### config.mk
export PLATFORM = sky130hd
export DESIGN_NAME = srel_back
export DESIGN_NICKNAME = d
export VERILOG_FILES = /design/src/rtl/core/srel_pkg.sv /design/src/rtl/core/srel_back.sv
export SDC_FILE = /design/constraint.sdc
export NUM_CORES = 2
export LEC_CHECK = 0
export BUFFER_PORTS_ARGS = -buffer_cell sky130_fd_sc_hd__buf_2
export CAP_MARGIN = 20
export CORE_ASPECT_RATIO = 1.2
export CORE_UTILIZATION = 60
export CTS_BUF_LIST = sky130_fd_sc_hd__clkbuf_8
export CTS_CLUSTER_DIAMETER = 150
export CTS_CLUSTER_SIZE = 25
export DETAILED_ROUTE_END_ITERATION = 16
export GPL_TIMING_DRIVEN = 0
export HOLD_SLACK_MARGIN = 0.02
export PLACE_DENSITY = 0.73
export SYNTH_ARGS = -nofsm -noshare
export SYNTH_HDL_FRONTEND = slang
export SYNTH_SLANG_ARGS = --single-unit
### constraint.sdc
create_clock -name i_clk -period 10.7 [get_ports i_clk]
set_input_delay 0 -clock i_clk [delete_from_list [all_inputs] [get_ports i_clk]]
set_output_delay 0 -clock i_clk [all_outputs]
set_load 0.02 [all_outputs]
### src/rtl/core/srel_pkg.sv
// srel_pkg: shared types, register indexes and constants of the sample-rate expander
// used by every file under rtl/core; depends on nothing else
package srel_pkg;

    // configuration register indexes
    localparam int unsigned CFG_INDEX_BITS = 2;
    localparam logic [CFG_INDEX_BITS-1:0] CFG_STEP_RATIO   = 2'd0;
    localparam logic [CFG_INDEX_BITS-1:0] CFG_OUTPUT_TOTAL = 2'd1;
    localparam logic [CFG_INDEX_BITS-1:0] CFG_ALPHA_Q16    = 2'd2;

    // field widths and reset values
    localparam int unsigned STEP_BITS  = 16;
    localparam int unsigned TOTAL_BITS = 24;
    localparam int unsigned ALPHA_BITS = 17;
    localparam int unsigned CFG_DATA_BITS = 24;
    localparam logic [STEP_BITS-1:0]  STEP_RESET  = 16'd256;
    localparam logic [TOTAL_BITS-1:0] TOTAL_RESET = 24'd0;
    localparam logic [ALPHA_BITS-1:0] ALPHA_UNITY = 17'h10000;

    // depth of the queue between front and back
    localparam int unsigned QUEUE_DEPTH = 2;

    // one source byte
    typedef struct packed {
        logic [7:0] sample_byte;
        logic       first;
    } t_in_item;

    // one output sample
    typedef struct packed {
        logic signed [15:0] pcm_sample;
        logic               last;
    } t_out_item;

    // oldest queued byte as seen by the back end
    typedef struct packed {
        logic     valid;
        t_in_item item;
    } t_queue_head;

    // live configuration
    typedef struct packed {
        logic [STEP_BITS-1:0]  step_ratio;
        logic [TOTAL_BITS-1:0] output_total;
        logic [ALPHA_BITS-1:0] alpha_q16;
    } t_cfg;

    // byte*257 - 32768 is the byte repeated with the top bit flipped
    function automatic logic signed [15:0] widen_sample(input logic [7:0] b);
        widen_sample = signed'({~b[7], b[6:0], b});
    endfunction

endpackage

### src/rtl/core/srel_back.sv
// srel_back: steps through the outputs of each queued byte, filters them, holds the result
// depends on srel_pkg
module srel_back
    import srel_pkg::*;
#(
    parameter int unsigned MAX_OUT_PER_IN = 8,
    parameter int unsigned COUNT_BITS     = 24
) (
    input  logic        i_clk,
    input  logic        i_rst_n,
    input  t_cfg        i_cfg,
    input  t_queue_head i_head,
    output logic        o_head_pop,
    output logic        empty,
    input  logic        pop,
    output t_out_item   o_out_item
);

    localparam int unsigned CW = $clog2(MAX_OUT_PER_IN + 1);
    localparam int unsigned TW = (COUNT_BITS > TOTAL_BITS) ? COUNT_BITS : TOTAL_BITS;
    localparam int unsigned SRC_BITS = COUNT_BITS + 8;

    typedef enum logic [1:0] {
        S_IDLE,
        S_SRC,
        S_TEST,
        S_SUM
    } t_state;

    t_state                    r_state;
    logic [COUNT_BITS-1:0]     r_out_idx;
    logic [COUNT_BITS-1:0]     r_in_idx;
    logic [CW-1:0]             r_emit_cnt;
    logic signed [15:0]        r_prev;
    logic signed [15:0]        r_x;
    logic [SRC_BITS-1:0]       r_src;
    logic signed [34:0]        r_prod;
    logic                      r_out_valid;
    t_out_item                 r_out_item;

    logic [TW-1:0]             total_wide;
    logic [TW-1:0]             cnt_max_wide;
    logic [COUNT_BITS-1:0]     total_eff;
    logic [COUNT_BITS+15:0]    src_prod;
    logic                      go;
    logic [ALPHA_BITS-1:0]     a_eff;
    logic signed [17:0]        a_s;
    logic signed [16:0]        diff;
    logic signed [34:0]        sum;
    logic signed [18:0]        quot;
    logic signed [15:0]        y;
    logic                      is_last;
    logic                      out_free;
    logic                      emit;

    // total limited to what the counter holds
    assign total_wide   = TW'(i_cfg.output_total);
    assign cnt_max_wide = TW'({COUNT_BITS{1'b1}});
    assign total_eff    = (total_wide > cnt_max_wide) ? COUNT_BITS'(cnt_max_wide)
                                                      : COUNT_BITS'(total_wide);

    // source position of the next output
    assign src_prod = (COUNT_BITS+16)'(r_out_idx) * (COUNT_BITS+16)'(i_cfg.step_ratio);

    // whether the next output belongs to this byte
    assign go = (r_emit_cnt < CW'(MAX_OUT_PER_IN)) && (r_out_idx < total_eff)
             && (r_src <= SRC_BITS'(r_in_idx));

    // filter: prev + a*(x-prev), truncated toward zero
    assign a_eff = i_cfg.alpha_q16[ALPHA_BITS-1] ? ALPHA_UNITY : i_cfg.alpha_q16;
    assign a_s   = signed'({1'b0, a_eff});
    assign diff  = 17'(r_x) - 17'(r_prev);
    assign sum   = r_prod + (35'(r_prev) <<< 16);

    always_comb begin
        quot = sum[34:16];
        if (sum[34] && (sum[15:0] != '0)) begin
            quot = quot + 19'sd1;
        end
        y = (r_out_idx == '0) ? r_x : quot[15:0];
    end

    assign is_last  = ((COUNT_BITS+1)'(r_out_idx) + 1'b1) == (COUNT_BITS+1)'(total_eff);
    assign out_free = !r_out_valid || pop;
    assign emit     = (r_state == S_SUM) && out_free;

    assign o_head_pop = (r_state == S_IDLE) && i_head.valid;
    assign empty      = !r_out_valid;
    assign o_out_item = r_out_item;

    // sequencer, filter state and output register
    always_ff @(posedge i_clk) begin
        if (!i_rst_n) begin
            r_state     <= S_IDLE;
            r_out_idx   <= '0;
            r_in_idx    <= '0;
            r_emit_cnt  <= '0;
            r_prev      <= '0;
            r_out_valid <= 1'b0;
        end else begin
            // output register holds a sample until it is popped
            if (emit) begin
                r_out_valid <= 1'b1;
            end else if (pop && r_out_valid) begin
                r_out_valid <= 1'b0;
            end
            unique case (r_state)
                S_IDLE: begin
                    if (i_head.valid) begin
                        r_x        <= widen_sample(i_head.item.sample_byte);
                        r_emit_cnt <= '0;
                        if (i_head.item.first) begin
                            r_out_idx <= '0;
                            r_in_idx  <= '0;
                        end
                        r_state <= S_SRC;
                    end
                end
                S_SRC: begin
                    r_src   <= src_prod[COUNT_BITS+15:8];
                    r_state <= S_TEST;
                end
                S_TEST: begin
                    if (go) begin
                        r_prod  <= 35'(a_s) * 35'(diff);
                        r_state <= S_SUM;
                    end else begin
                        if (r_in_idx != {COUNT_BITS{1'b1}}) begin
                            r_in_idx <= r_in_idx + 1'b1;
                        end
                        r_state <= S_IDLE;
                    end
                end
                S_SUM: begin
                    if (out_free) begin
                        r_out_item.pcm_sample <= y;
                        r_out_item.last       <= is_last;
                        r_prev                <= y;
                        r_out_idx             <= r_out_idx + 1'b1;
                        r_emit_cnt            <= r_emit_cnt + 1'b1;
                        r_state               <= S_SRC;
                    end
                end
                default: begin
                    r_state <= S_IDLE;
                end
            endcase
        end
    end

endmodule

==> reports/results.ini <==
[outcome]
status = finished, final reports clean

[clock_tree]
postCtsSetupBuffers = 0
clock-sinks = 164
htreeDepth = 4
clk_latency_ns = 0.51
numCtsBuffers = 17
clock-root-buffer = clkbuf_8
clk_path_buf_depth = 2
tritoncts = yes
clk_pin_slew_worst_paths_ns = 0.11

[worst_setup_path]
crit_slowest_cell = xnor2_1
ff2ff_path_depth = 35
cp_common_cell = fa_1
path_max_fanout = 10
required_ns = 10.96
crit_path_end_kind = flip-flop
startpoint = r_x[8]$_DFFE_PP_
critPathLaunchType = flip-flop
timing.rr.start = r_x[8]$_DFFE_PP_
arrival_ns = 10.53
path_class = flip-flop to flip-flop
worst_path_largest_cell_delay_ns = 0.82

[final_layout]
final_cells = 4557
nets = 4766
drive_above_1_share_pct = 4.39
syn_to_final_growth_pct = 5.98
fillers = 4558

[sta]
rsz0062_at_grt = false
holdWs_ns = 0.0696
worst_pin_slew_ns = 1.20
max_freq_mhz = 97.4
finalCritPeriodShare_pct = 95.9
slew_viol_final = 0
period_minus_slack_ns = 10.27
finalClockSkew_ns = 0.0373
finalSetupViolations = 0
setup_tns_ns = 0
setup_slack_ns = 0.434
slew_headroom_pct = 19.3
hold_viol = 0

[route]
wl_met3_um = 6170
highest_layer = met4
route.detailed.drc = 0
first_pass_iters = 6
vias = 26200
post_drt_wl_per_cell_um = 20.2
via_per_inst = 5.76
drtIter0Drc = 1830
detail-route-antenna-nets = 0
dr_wl_met2_um = 45700
wl_met1_um = 33100
wl_um = 92300

[place]
gp_congestion = 0.996
dpl.cell_count = 4509
place_ws_ns = 0.0932
place_hpwl_um = 76600
port_buffers = 88

[global_routing]
grt_use_total_pct = 35.6
grt_pass1_wl_um = 148000
first_global_vias = 27400
grt_max_degree = 36
grt-ovfl-total = 0
antenna_found_initial = 2

[power_and_ir_drop]
powerDensity_mw_per_mm2 = 143
switchingPower_w = 0.00251
swShare_pct = 51.3
p_int_w = 0.00239
ir_drop_uv = 255
pwr-share-comb_pct = 73.5
power.leakage_nw = 16.2
pwr-share-seq_pct = 17.0
power_w = 0.00490
clockPowerShare_pct = 9.6

[flow_run]
maxCapViolations = 0

[logic_synthesis]
async_reset_ff_share_pct = 0
synth_ff_type = edfxtp_1
ys_types = 92
syn_avg_cell_area_um2 = 8.70
synth_edf_count = 93
syn_area_mm2 = 0.0323
syn_inst = 3713
synth_fp_nets = 4642
synth-seq-cells = 164
yosysSeqAreaShare_pct = 13.1
yosys_warnings = 0

[floorplan]
num_io_pins = 89
die_h_um = 256
start_util_pct = 61.1
rows = 92
die_area_mm2 = 0.0548
dieWidth_um = 214
coreArea_mm2 = 0.0528

[hold_path]
min_path_cells = 3
min_path_type = input pin to flip-flop
hp-start = i_cfg[30]

-- worst paths after layout --
check / slack, ns / endpoint
worst max-delay path: 0.43 / r_prod[32]$_DFFE_PP_
worst min-delay path: 0.07 / o_out_item[0]$_DFFE_PP_
worst max register to register: 0.43 / r_prod[32]$_DFFE_PP_
worst min register to register: 0.49 / r_in_idx[4]$_SDFFE_PN0P_
-- sequential cells by signal (all words and copies together) (netlist names) --
| name | count |
|---|---|
| o_out_item | 17 |
| r_out_valid | 1 |
| r_x | 9 |
| r_emit_cnt | 4 |
| r_state | 2 |
| r_src | 32 |
| r_prev | 16 |
| r_in_idx | 24 |
| r_out_idx | 24 |
| r_prod | 35 |
-- cells by family after synthesis --
family	synth area share [%]
multiplexers	0.0930
AO/OA/AOI/OAI	8.78
flip-flops	13.1
adder cells (fa/ha/maj)	45.6
AND/OR/NAND/NOR	18.1
buffers and inverters	10.3
XOR/XNOR	4.06
-- synthesized netlist by cell type, drive strengths merged (4+ instances only) --
| cell type | n | area [um^2] |
|---|---|---|
| o21a | 21 | 158 |
| nor3 | 60 | 310 |
| a21o | 47 | 353 |
| nor4 | 23 | 150 |
| o31a | 4 | 35.0 |
| nor2b | 44 | 275 |
| or2 | 7 | 43.8 |
| inv | 698 | 2620 |
| a31oi | 20 | 131 |
| nand3 | 51 | 260 |
| o211a | 4 | 40.0 |
| and4 | 9 | 82.6 |
| a311oi | 14 | 153 |
| o211ai | 15 | 113 |
| o2111ai | 6 | 52.6 |
| ha | 328 | 4100 |
| clkbuf | 163 | 623 |
| or3 | 44 | 275 |
| nand2 | 501 | 1880 |
| xor2 | 46 | 403 |
| nor2 | 238 | 896 |
| fa | 531 | 10600 |
| and2 | 151 | 947 |
| nor3b | 8 | 60.1 |
| o21ai | 93 | 469 |
| buf | 18 | 86.3 |
| edfxtp | 93 | 2790 |
| dfxtp | 71 | 1420 |
| o31ai | 10 | 80.1 |
| or4 | 5 | 37.5 |
| xnor2 | 101 | 885 |
| a21oi | 105 | 526 |
| a22oi | 10 | 75.1 |
| nand4 | 32 | 200 |
| o21bai | 7 | 52.6 |
| nand2b | 35 | 219 |
| a211oi | 6 | 45.0 |
| and3 | 23 | 144 |
| a21boi | 17 | 128 |
| a221oi | 9 | 78.8 |
-- metal layers --
metal | vias to the layer above | global-route usage, %
met5 | - | 0
met4 | 0 | 23.7
met3 | 369 | 6.05
met2 | 1083 | 61.1
met1 | 12800 | 40.2
li1 | 12000 | -
-- power by group through the flow --
stage	registers, W	logic, W	clock network (W)
CTS	0.000831	0.00358	0.000475
detailed placement	0.000845	0.00354	0
global placement	0.000845	0.00348	0
global route	0.000832	0.00400	0.000498
finish	0.000830	0.00360	0.000469
floorplan	0.000841	0.00249	0
-- timing repair --
action,4_1_cts,5_1_grt
endpoints found under the setup margin,0,3
resized for setup,0,3
endpoints found under the hold margin,27,0
hold buffers,11,0
-- cell type report --
cell class	count	area [um^2]	area share, %
Timing Repair Buffer	105	619	1.81
Clock buffer	17	234	0.684
Tap cell	705	882	2.58
Multi-Input combinational cell	2670	24800	72.4
Buffer	181	709	2.07
Clock inverter	15	164	0.479
Antenna cell	2	5.00	0.0146
Sequential cell	164	4210	12.3
Inverter	698	2620	7.66
-- cell usage in the layout (no fill, tap or decap), types with 7 or more instances in the layout --
cell type and instances:
inv_1 698, fa_1 531, nand2_1 500, ha_1 328
nor2_1 237, clkbuf_1 161, and2_1 150, a21oi_1 105
xnor2_1 101, buf_2 94, edfxtp_1 93, o21ai_0 83
dfxtp_1 71, nor3_1 58, nand3_1 50, a21o_1 47
xor2_1 46, or3_1 44, nor2b_1 44, nand2b_1 35
nand4_1 32, and3_1 23, nor4_1 22, o21a_1 21
a31oi_1 19, clkbuf_8 18, o211ai_1 15, a21boi_0 12
a311oi_1 11, dlygate4sd3_1 11, a22oi_1 10, buf_1 10
o21ai_1 9, o31ai_1 9, a221oi_1 9, nor3b_1 8
o21bai_1 7
-- metrics by stage --
| stage | instance area, um^2 | utilization (%) |
|---|---|---|
| 3_3_place_gp | 33600 | 63.6 |
| 5_1_grt | 34200 | 64.8 |
| 3_5_place_dp | 33700 | 63.7 |
| 4_1_cts | 34200 | 64.7 |
| 2_1_floorplan | 32300 | - |
| 6_report | 34200 | 64.8 |
-- worst max-delay path: cells and delay by family, from the launching register on --
family                   cells  cell delay (ns)
AO/OA/AOI/OAI               12             3.02
XOR/XNOR                     2             0.98
adder cells (fa/ha/maj)      9             4.07
buffers and inverters        7             0.96
flip-flops                   1             0.51
AND/OR/NAND/NOR              5             0.49
No activity file was read; power rests on OpenSTA's default activity.
