File: src/rtl/core/srel_pkg.sv
// srel_pkg: shared types, register indexes and constants of the sample-rate expander
// used by every file under rtl/core; depends on nothing else
package srel_pkg;

    // configuration register indexes
    localparam int unsigned CFG_INDEX_BITS = 2;
    localparam logic [CFG_INDEX_BITS-1:0] CFG_STEP_RATIO   = 2'd0;
    localparam logic [CFG_INDEX_BITS-1:0] CFG_OUTPUT_TOTAL = 2'd1;
    localparam logic [CFG_INDEX_BITS-1:0] CFG_ALPHA_Q16    = 2'd2;

    // field widths and reset values
    localparam int unsigned STEP_BITS  = 16;
    localparam int unsigned TOTAL_BITS = 24;
    localparam int unsigned ALPHA_BITS = 17;
    localparam int unsigned CFG_DATA_BITS = 24;
    localparam logic [STEP_BITS-1:0]  STEP_RESET  = 16'd256;
    localparam logic [TOTAL_BITS-1:0] TOTAL_RESET = 24'd0;
    localparam logic [ALPHA_BITS-1:0] ALPHA_UNITY = 17'h10000;

    // depth of the queue between front and back
    localparam int unsigned QUEUE_DEPTH = 2;

    // one source byte
    typedef struct packed {
        logic [7:0] sample_byte;
        logic       first;
    } t_in_item;

    // one output sample
    typedef struct packed {
        logic signed [15:0] pcm_sample;
        logic               last;
    } t_out_item;

    // oldest queued byte as seen by the back end
    typedef struct packed {
        logic     valid;
        t_in_item item;
    } t_queue_head;

    // live configuration
    typedef struct packed {
        logic [STEP_BITS-1:0]  step_ratio;
        logic [TOTAL_BITS-1:0] output_total;
        logic [ALPHA_BITS-1:0] alpha_q16;
    } t_cfg;

    // byte*257 - 32768 is the byte repeated with the top bit flipped
    function automatic logic signed [15:0] widen_sample(input logic [7:0] b);
        widen_sample = signed'({~b[7], b[6:0], b});
    endfunction

endpackage

File: src/rtl/core/srel_front.sv
// srel_front: accepts source bytes and holds them in a short queue for the back end
// depends on srel_pkg
module srel_front
    import srel_pkg::*;
(
    input  logic        i_clk,
    input  logic        i_rst_n,
    input  logic        push,
    output logic        full,
    input  t_in_item    i_in_item,
    output t_queue_head o_head,
    input  logic        i_head_pop
);

    localparam int unsigned PTR_BITS = (QUEUE_DEPTH > 1) ? $clog2(QUEUE_DEPTH) : 1;

    t_in_item              r_mem [QUEUE_DEPTH];
    logic [PTR_BITS-1:0]   r_wr_ptr;
    logic [PTR_BITS-1:0]   r_rd_ptr;
    logic [PTR_BITS:0]     r_count;
    logic                  wr_en;
    logic                  rd_en;

    // handshake decode
    assign full  = (r_count == (PTR_BITS+1)'(QUEUE_DEPTH));
    assign wr_en = push && !full;
    assign rd_en = i_head_pop && (r_count != '0);

    assign o_head.valid = (r_count != '0);
    assign o_head.item  = r_mem[r_rd_ptr];

    // queue storage
    always_ff @(posedge i_clk) begin
        if (wr_en) begin
            r_mem[r_wr_ptr] <= i_in_item;
        end
    end

    // pointers and fill level
    always_ff @(posedge i_clk) begin
        if (!i_rst_n) begin
            r_wr_ptr <= '0;
            r_rd_ptr <= '0;
            r_count  <= '0;
        end else begin
            if (wr_en) begin
                r_wr_ptr <= (r_wr_ptr == PTR_BITS'(QUEUE_DEPTH - 1)) ? '0 : r_wr_ptr + 1'b1;
            end
            if (rd_en) begin
                r_rd_ptr <= (r_rd_ptr == PTR_BITS'(QUEUE_DEPTH - 1)) ? '0 : r_rd_ptr + 1'b1;
            end
            if (wr_en && !rd_en) begin
                r_count <= r_count + 1'b1;
            end else if (rd_en && !wr_en) begin
                r_count <= r_count - 1'b1;
            end
        end
    end

endmodule

File: config.mk
export PLATFORM = sky130hd
export DESIGN_NAME = srel_front
export DESIGN_NICKNAME = d
export VERILOG_FILES = /design/src/rtl/core/srel_pkg.sv /design/src/rtl/core/srel_front.sv
export SDC_FILE = /design/constraint.sdc
export NUM_CORES = 1
export LEC_CHECK = 0
export BUFFER_PORTS_ARGS = -buffer_cell sky130_fd_sc_hd__buf_2
export CAP_MARGIN = 20
export CORE_MARGIN = 1.5
export CORE_UTILIZATION = 49
export DETAILED_ROUTE_END_ITERATION = 16
export PLACE_DENSITY = 0.84
export SETUP_SLACK_MARGIN = 0.3
export SKIP_CTS_REPAIR_TIMING = 1
export SLEW_MARGIN = 10
export SYNTH_ARGS = -nofsm -noshare
export SYNTH_HDL_FRONTEND = slang
export SYNTH_SLANG_ARGS = --single-unit
File: constraint.sdc
create_clock -name i_clk -period 2.1 [get_ports i_clk]
set_clock_uncertainty 0.1 [all_clocks]
set_input_delay 0.105 -clock i_clk [delete_from_list [all_inputs] [get_ports i_clk]]
set_output_delay 0.105 -clock i_clk [all_outputs]
set_load 0.02 [all_outputs]
==> flow_metrics.py, run 1 <==
metrics = {
    "outcome": {
        "outcome": "finished, final reports clean",
    },
    "yosys": {
        "seq_area_frac_synth_pct": 72.52,
        "synth_area_leaders": "edfxtp_1 (61%), mux2_2 (11%), dfxtp_1 (11%)",
        "syn_area_per_cell_um2": 16.67,
        "syn_area_um2": 883.3,
        "yosys.area.top_type_share_pct": 61.19,
        "ys_warn_count": 0,
        "synth_cell_types": 21,
        "synth_fp_nets": 67,
        "syn_inst": 53,
        "ys_ff_latch": 23,
        "synth_top_cell_by_area": "edfxtp_1",
    },
    "cts": {
        "cts_max_level": 1,
        "cts_max_path_buffers": 2,
        "clk_pin_slew_worst_paths_ns": 0.12,
        "clk_latency_ns": 0.30,
        "numCtsBuffers": 3,
        "root_buffer": "clkbuf_4",
        "cts_tree": "yes",
        "clock-sinks": 23,
    },
    "sta": {
        "worstMarginPinSlew_ns": 0.4382,
        "hold_viol": 0,
        "rsz0062_at_grt": "no",
        "fin_crit_ns": 1.666,
        "finalSetupViolCount": 0,
        "slew_headroom_pct": 70.63,
        "setup_tns_ns": 0,
        "post-route-period-util_pct": 79.34,
        "final-max-slew-violation-count": 0,
        "max_freq_ghz": 0.6002,
    },
    "global_routing": {
        "grt_pass1_vias": 494,
        "grt_first_pass_wirelength_um": 2014,
        "antenna_found_initial": 0,
        "grt.total_usage_pct": 14.00,
        "grt-ovfl-total": 0,
        "grt_max_degree": 14,
    },
    "critical_path": {
        "r2r-start": "r_count[0]",
        "worstPathArrival_ns": 1.81,
        "cp.required_ns": 2.24,
        "startpoint": "r_count[0]",
        "worstSetupPathType": "reg2reg",
        "worstSetupEndpointType": "flip-flop",
        "start_kind": "flip-flop",
        "critPathMaxFanout": 5,
    },
    "placement": {
        "hpwl_um": 940.5,
        "gp_congestion": 0.6300,
        "place_area_mm2": 0.001032,
        "io_buffers": 23,
    },
    "power": {
        "ir_drop_v": 0.0006718,
        "power_mw": 1.291,
        "power_density_mw_per_mm2": 1112,
        "power.leakage_nw": 0.4628,
    },
    "floorplanning": {
        "boundaryPins": 24,
        "design.core.area_mm2": 0.001708,
        "die_area_mm2": 0.002067,
        "die_h_um": 45.46,
        "fp.dieW_um": 45.46,
        "num_rows": 15,
        "initial_core_util_pct": 51.72,
    },
    "finish": {
        "final_cell_mix": "buf_2 (23), edfxtp_1 (18), dlygate4sd3_1 (10)",
        "multi_input_area_um2": 230.2,
        "final_common_cell": "buf_2",
        "drive_gt1_share_pct": 45.56,
        "seq_area_um2": 641.9,
        "stdcell_area_mm2": 0.001161,
        "insertedDiodeCount": 0,
        "synthToLayoutAreaGrowth_pct": 31.44,
        "nFillCells": 129,
        "nets": 105,
    },
    "job": {
        "maxCapViolations": 0,
    },
    "route": {
        "wl_per_cell_um": 12.50,
        "drt_iter0_drc": 4,
        "drc": 0,
        "wirelength_um": 1438,
        "firstDrtPassIters": 2,
        "ant_nets": 0,
        "vias": 559,
        "via_per_inst": 4.861,
    },
    "worst_hold_path": {
        "hold_path_startpoint": "push",
        "min_path_type": "in2reg",
    },
}
==> state kept, by name (all words and copies together) (netlist names), named ones only <==
| signal | count |
|---|---|
| r_count | 2 |
| r_mem | 18 |
| r_rd_ptr | 1 |
| r_wr_ptr | 1 |
==> per-layer routing <==
metal | GRT usage, % | vias to the layer above | wire (um)
met5 | 0 | - | 0
met2 | 23.94 | 18 | 782
met4 | 7.059 | 0 | 15
met1 | 16.01 | 267 | 576
li1 | - | 272 | -
met3 | 3.571 | 2 | 63
==> worst max-delay path, stage by stage (launching register included) <==
cell and delay (ns):
dfxtp_2 0.36, nand2b_1 0.18, inv_2 0.09, nor2_1 0.05, ha_1 0.33, or3_1 0.35, a21boi_1 0.14
==> worst paths after layout <==
path / slack [ns] / end / depth (start not counted)
max: 0.43 / r_count[1] / 6
min: 0.06 / r_wr_ptr / 3
max reg2reg: 0.43 / r_count[1] / 6
min reg2reg: 0.43 / r_count[1] / 2
==> area by class of cell <==
cell class	instances	share of cell area, %
multi-input cells	27	19.83
inverters	2	0.6466
clock inverters	1	0.4310
well taps	25	2.694
clock buffers	3	1.940
repair buffers	34	19.18
flip-flops and latches	23	55.28
==> cells in the mapped netlist <==
library cell   n
xnor2_1        2
nand2b_1       1
and3_1         1
o21ai_0        1
inv_2          1
ha_1           1
mux2_2         9
and2_1         3
edfxtp_1      18
inv_1          1
a21boi_0       1
o21a_1         1
xor2_1         1
or2_2          1
o21ai_1        1
buf_2          1
nor3_2         1
a21boi_1       1
nor2_1         1
dfxtp_1        5
or3_1          1
==> metrics by stage <==
| stage | util, % | hold slack [ns] | worst slack (ns) | cells |
|---|---|---|---|---|
| 5_1_grt | 67.99 | 0.06407 | 0.3154 | 115 |
| 3_3_place_gp | 60.44 | 0.1931 | 0.5310 | 101 |
| 2_1_floorplan | - | 0.1039 | 0.4728 | 53 |
| 4_1_cts | 62.05 | -0.1236 | 0.3813 | 105 |
| 6_report | 67.99 | 0.05596 | 0.4338 | 115 |
| 3_5_place_dp | 60.44 | 0.1983 | 0.4118 | 101 |
==> power by group <==
group,internal (mW),switching [mW]
logic,0.216,0.242
registers,0.582,0.0561
clock network,0.0710,0.125
==> cells by family after synthesis <==
family | Yosys count | share of synthesized area [%]
AO/OA/AOI/OAI | 5 | 3.683
XOR/XNOR | 3 | 2.975
adder cells (fa/ha/maj) | 1 | 1.416
buffers and inverters | 3 | 1.415
flip-flops | 23 | 72.52
multiplexers | 9 | 11.47
AND/OR/NAND/NOR | 9 | 6.517
(Power assumes the default switching activity.)
==> run 2, diff against run 1 <==
CORE_UTILIZATION = 44   (was 49)
PLACE_DENSITY = 0.8   (was 0.84)
clock period = 1.53 ns   (was 2.1 ns; I/O delays follow)
==> flow_metrics.py, run 2 (synthesized netlist as in run 1, its figures left out) <==
metrics = {
    "outcome": {
        "outcome": "finished, final reports clean",
    },
    "floorplanning": {
        "die_h_um": 47.81,
        "fp.dieW_um": 47.81,
        "design.core.area_mm2": 0.001922,
        "initial_core_util_pct": 45.96,
        "num_rows": 16,
        "die_area_mm2": 0.002285,
        "boundaryPins": 24,
    },
    "finish": {
        "insertedDiodeCount": 0,
        "drive_gt1_share_pct": 55.67,
        "largest-register": "r_mem",
        "nFillCells": 146,
        "nets": 112,
        "synthToLayoutAreaGrowth_pct": 54.25,
        "final_cells": 124,
        "final_common_cell": "edfxtp_1",
        "largest_register_ffs": 18,
        "largest_registers": "r_mem (18), r_count (2)",
        "final_cell_mix": "edfxtp_1 (18), buf_2 (13), buf_6 (13)",
    },
    "route": {
        "firstDrtPassIters": 3,
        "wl_per_cell_um": 12.62,
        "vias": 571,
        "ant_nets": 0,
        "drt_iter0_drc": 3,
        "drc": 0,
        "wirelength_um": 1565,
        "via_per_inst": 4.605,
    },
    "placement": {
        "io_buffers": 23,
        "place_inst": 104,
        "hpwl_um": 944.4,
        "gp_congestion": 0.7283,
    },
    "critical_path": {
        "worst-path-buf-inv": 1,
        "cpPeakStageDelay_ns": 0.37,
        "crit_chain": "nand2b_4 -> inv_4 -> nor2_4 -> ha_4 -> xor2_1 -> or3_1 -> a21boi_1",
        "critPathMaxFanout": 4,
        "worstPathArrival_ns": 1.65,
        "start_kind": "flip-flop",
        "worstSetupPathType": "reg2reg",
        "cpMaxStageDelayCell": "dfxtp_4",
        "crit_family": "simple AND/OR/NAND/NOR gates",
        "worstSetupEndpointType": "flip-flop",
        "cp.required_ns": 1.66,
    },
    "cts": {
        "clk_pin_slew_worst_paths_ns": 0.12,
        "clock-sinks": 23,
        "cts_max_level": 1,
        "numCtsBuffers": 3,
        "cts_max_path_buffers": 2,
        "clk_latency_ns": 0.29,
        "cts_tree": "yes",
        "root_buffer": "clkbuf_4",
    },
    "sta": {
        "fin_crit_ns": 1.522,
        "worstMarginPinSlew_ns": 0.2696,
        "rsz0062_at_grt": "yes",
        "setup_tns_ns": 0,
        "max_freq_ghz": 0.6571,
        "final-max-slew-violation-count": 0,
        "finalSetupViolCount": 0,
        "slew_headroom_pct": 81.90,
        "hold_viol": 0,
        "post-route-period-util_pct": 99.47,
    },
    "global_routing": {
        "grt-ovfl-total": 0,
        "grt_first_pass_wirelength_um": 1890,
        "grt.total_usage_pct": 12.31,
        "grt_max_degree": 14,
        "grt_pass1_vias": 478,
        "antenna_found_initial": 0,
    },
    "worst_hold_path": {
        "min_path_type": "in2reg",
    },
    "job": {
        "maxCapViolations": 0,
    },
    "power": {
        "ir_drop_v": 0.0009408,
        "power_mw": 2.162,
        "power_density_mw_per_mm2": 1587,
        "power.leakage_nw": 0.5582,
    },
}
-- run 2: changes by cell type in the layout (fill, tap and decap cells not counted), moves of 2 or more --
cell and delta:
buf_6 +13, buf_2 -10, buf_4 +4, dfxtp_4 +2
mux2_4 +9, mux2_2 -9, dfxtp_1 -2
-- run 2: cell type report --
cell class | instances | area (um^2) | area share [%]
inverters | 2 | 10.01 | 0.7346
well taps | 27 | 33.78 | 2.479
repair buffers | 41 | 349.1 | 25.62
flip-flops and latches | 23 | 649.4 | 47.66
multi-input cells | 27 | 292.8 | 21.49
clock buffers | 3 | 22.52 | 1.653
clock inverters | 1 | 5.005 | 0.3673
-- run 2: tightest hold or removal path, stage by stage --
cell and delay [ns]:
buf_2 0.09, a21boi_0 0.07, o21a_1 0.17
-- run 2: path summary, 6_finish.rpt --
path	slack (ns)	startpoint	endpoint	cells after the start
min	0.05	push	r_wr_ptr	3
max reg2reg	0.008	r_count[0]	r_count[1]	7
max	0.008	r_count[0]	r_count[1]	7
min reg2reg	0.42	r_count[1]	r_count[1]	2
-- run 2: report_power, final --
group / leakage (nW) / total, mW / switching (mW) / internal (mW)
Sequential: 0.211 / 0.874 / 0.0638 / 0.811
Combinational: 0.329 / 1.03 / 0.440 / 0.588
Clock: 0.0177 / 0.259 / 0.162 / 0.0971
Total: 0.558 / 2.16 / 0.666 / 1.50
-- run 2: layer usage --
layer | track usage (%) | up-vias | share of wire [%]
met5 | 0 | - | 0
met4 | 4.865 | 0 | 0.51
met3 | 3.396 | 2 | 5.7
met2 | 21.60 | 18 | 57
met1 | 14.15 | 271 | 37
li1 | - | 280 | -
-- run 2: per-stage QoR --
stage | hold slack [ns] | setup WS [ns] | utilization, % | area [um^2]
2_1_floorplan | 0.07537 | 0.02510 | - | 898.4
3_3_place_gp | 0.1660 | 0.03737 | 55.01 | 1057
3_5_place_dp | 0.1704 | -0.02330 | 55.01 | 1057
4_1_cts | -0.1479 | -0.09281 | 56.45 | 1085
5_1_grt | 0.06102 | -0.05005 | 70.90 | 1363
6_report | 0.05358 | 0.008063 | 70.90 | 1363
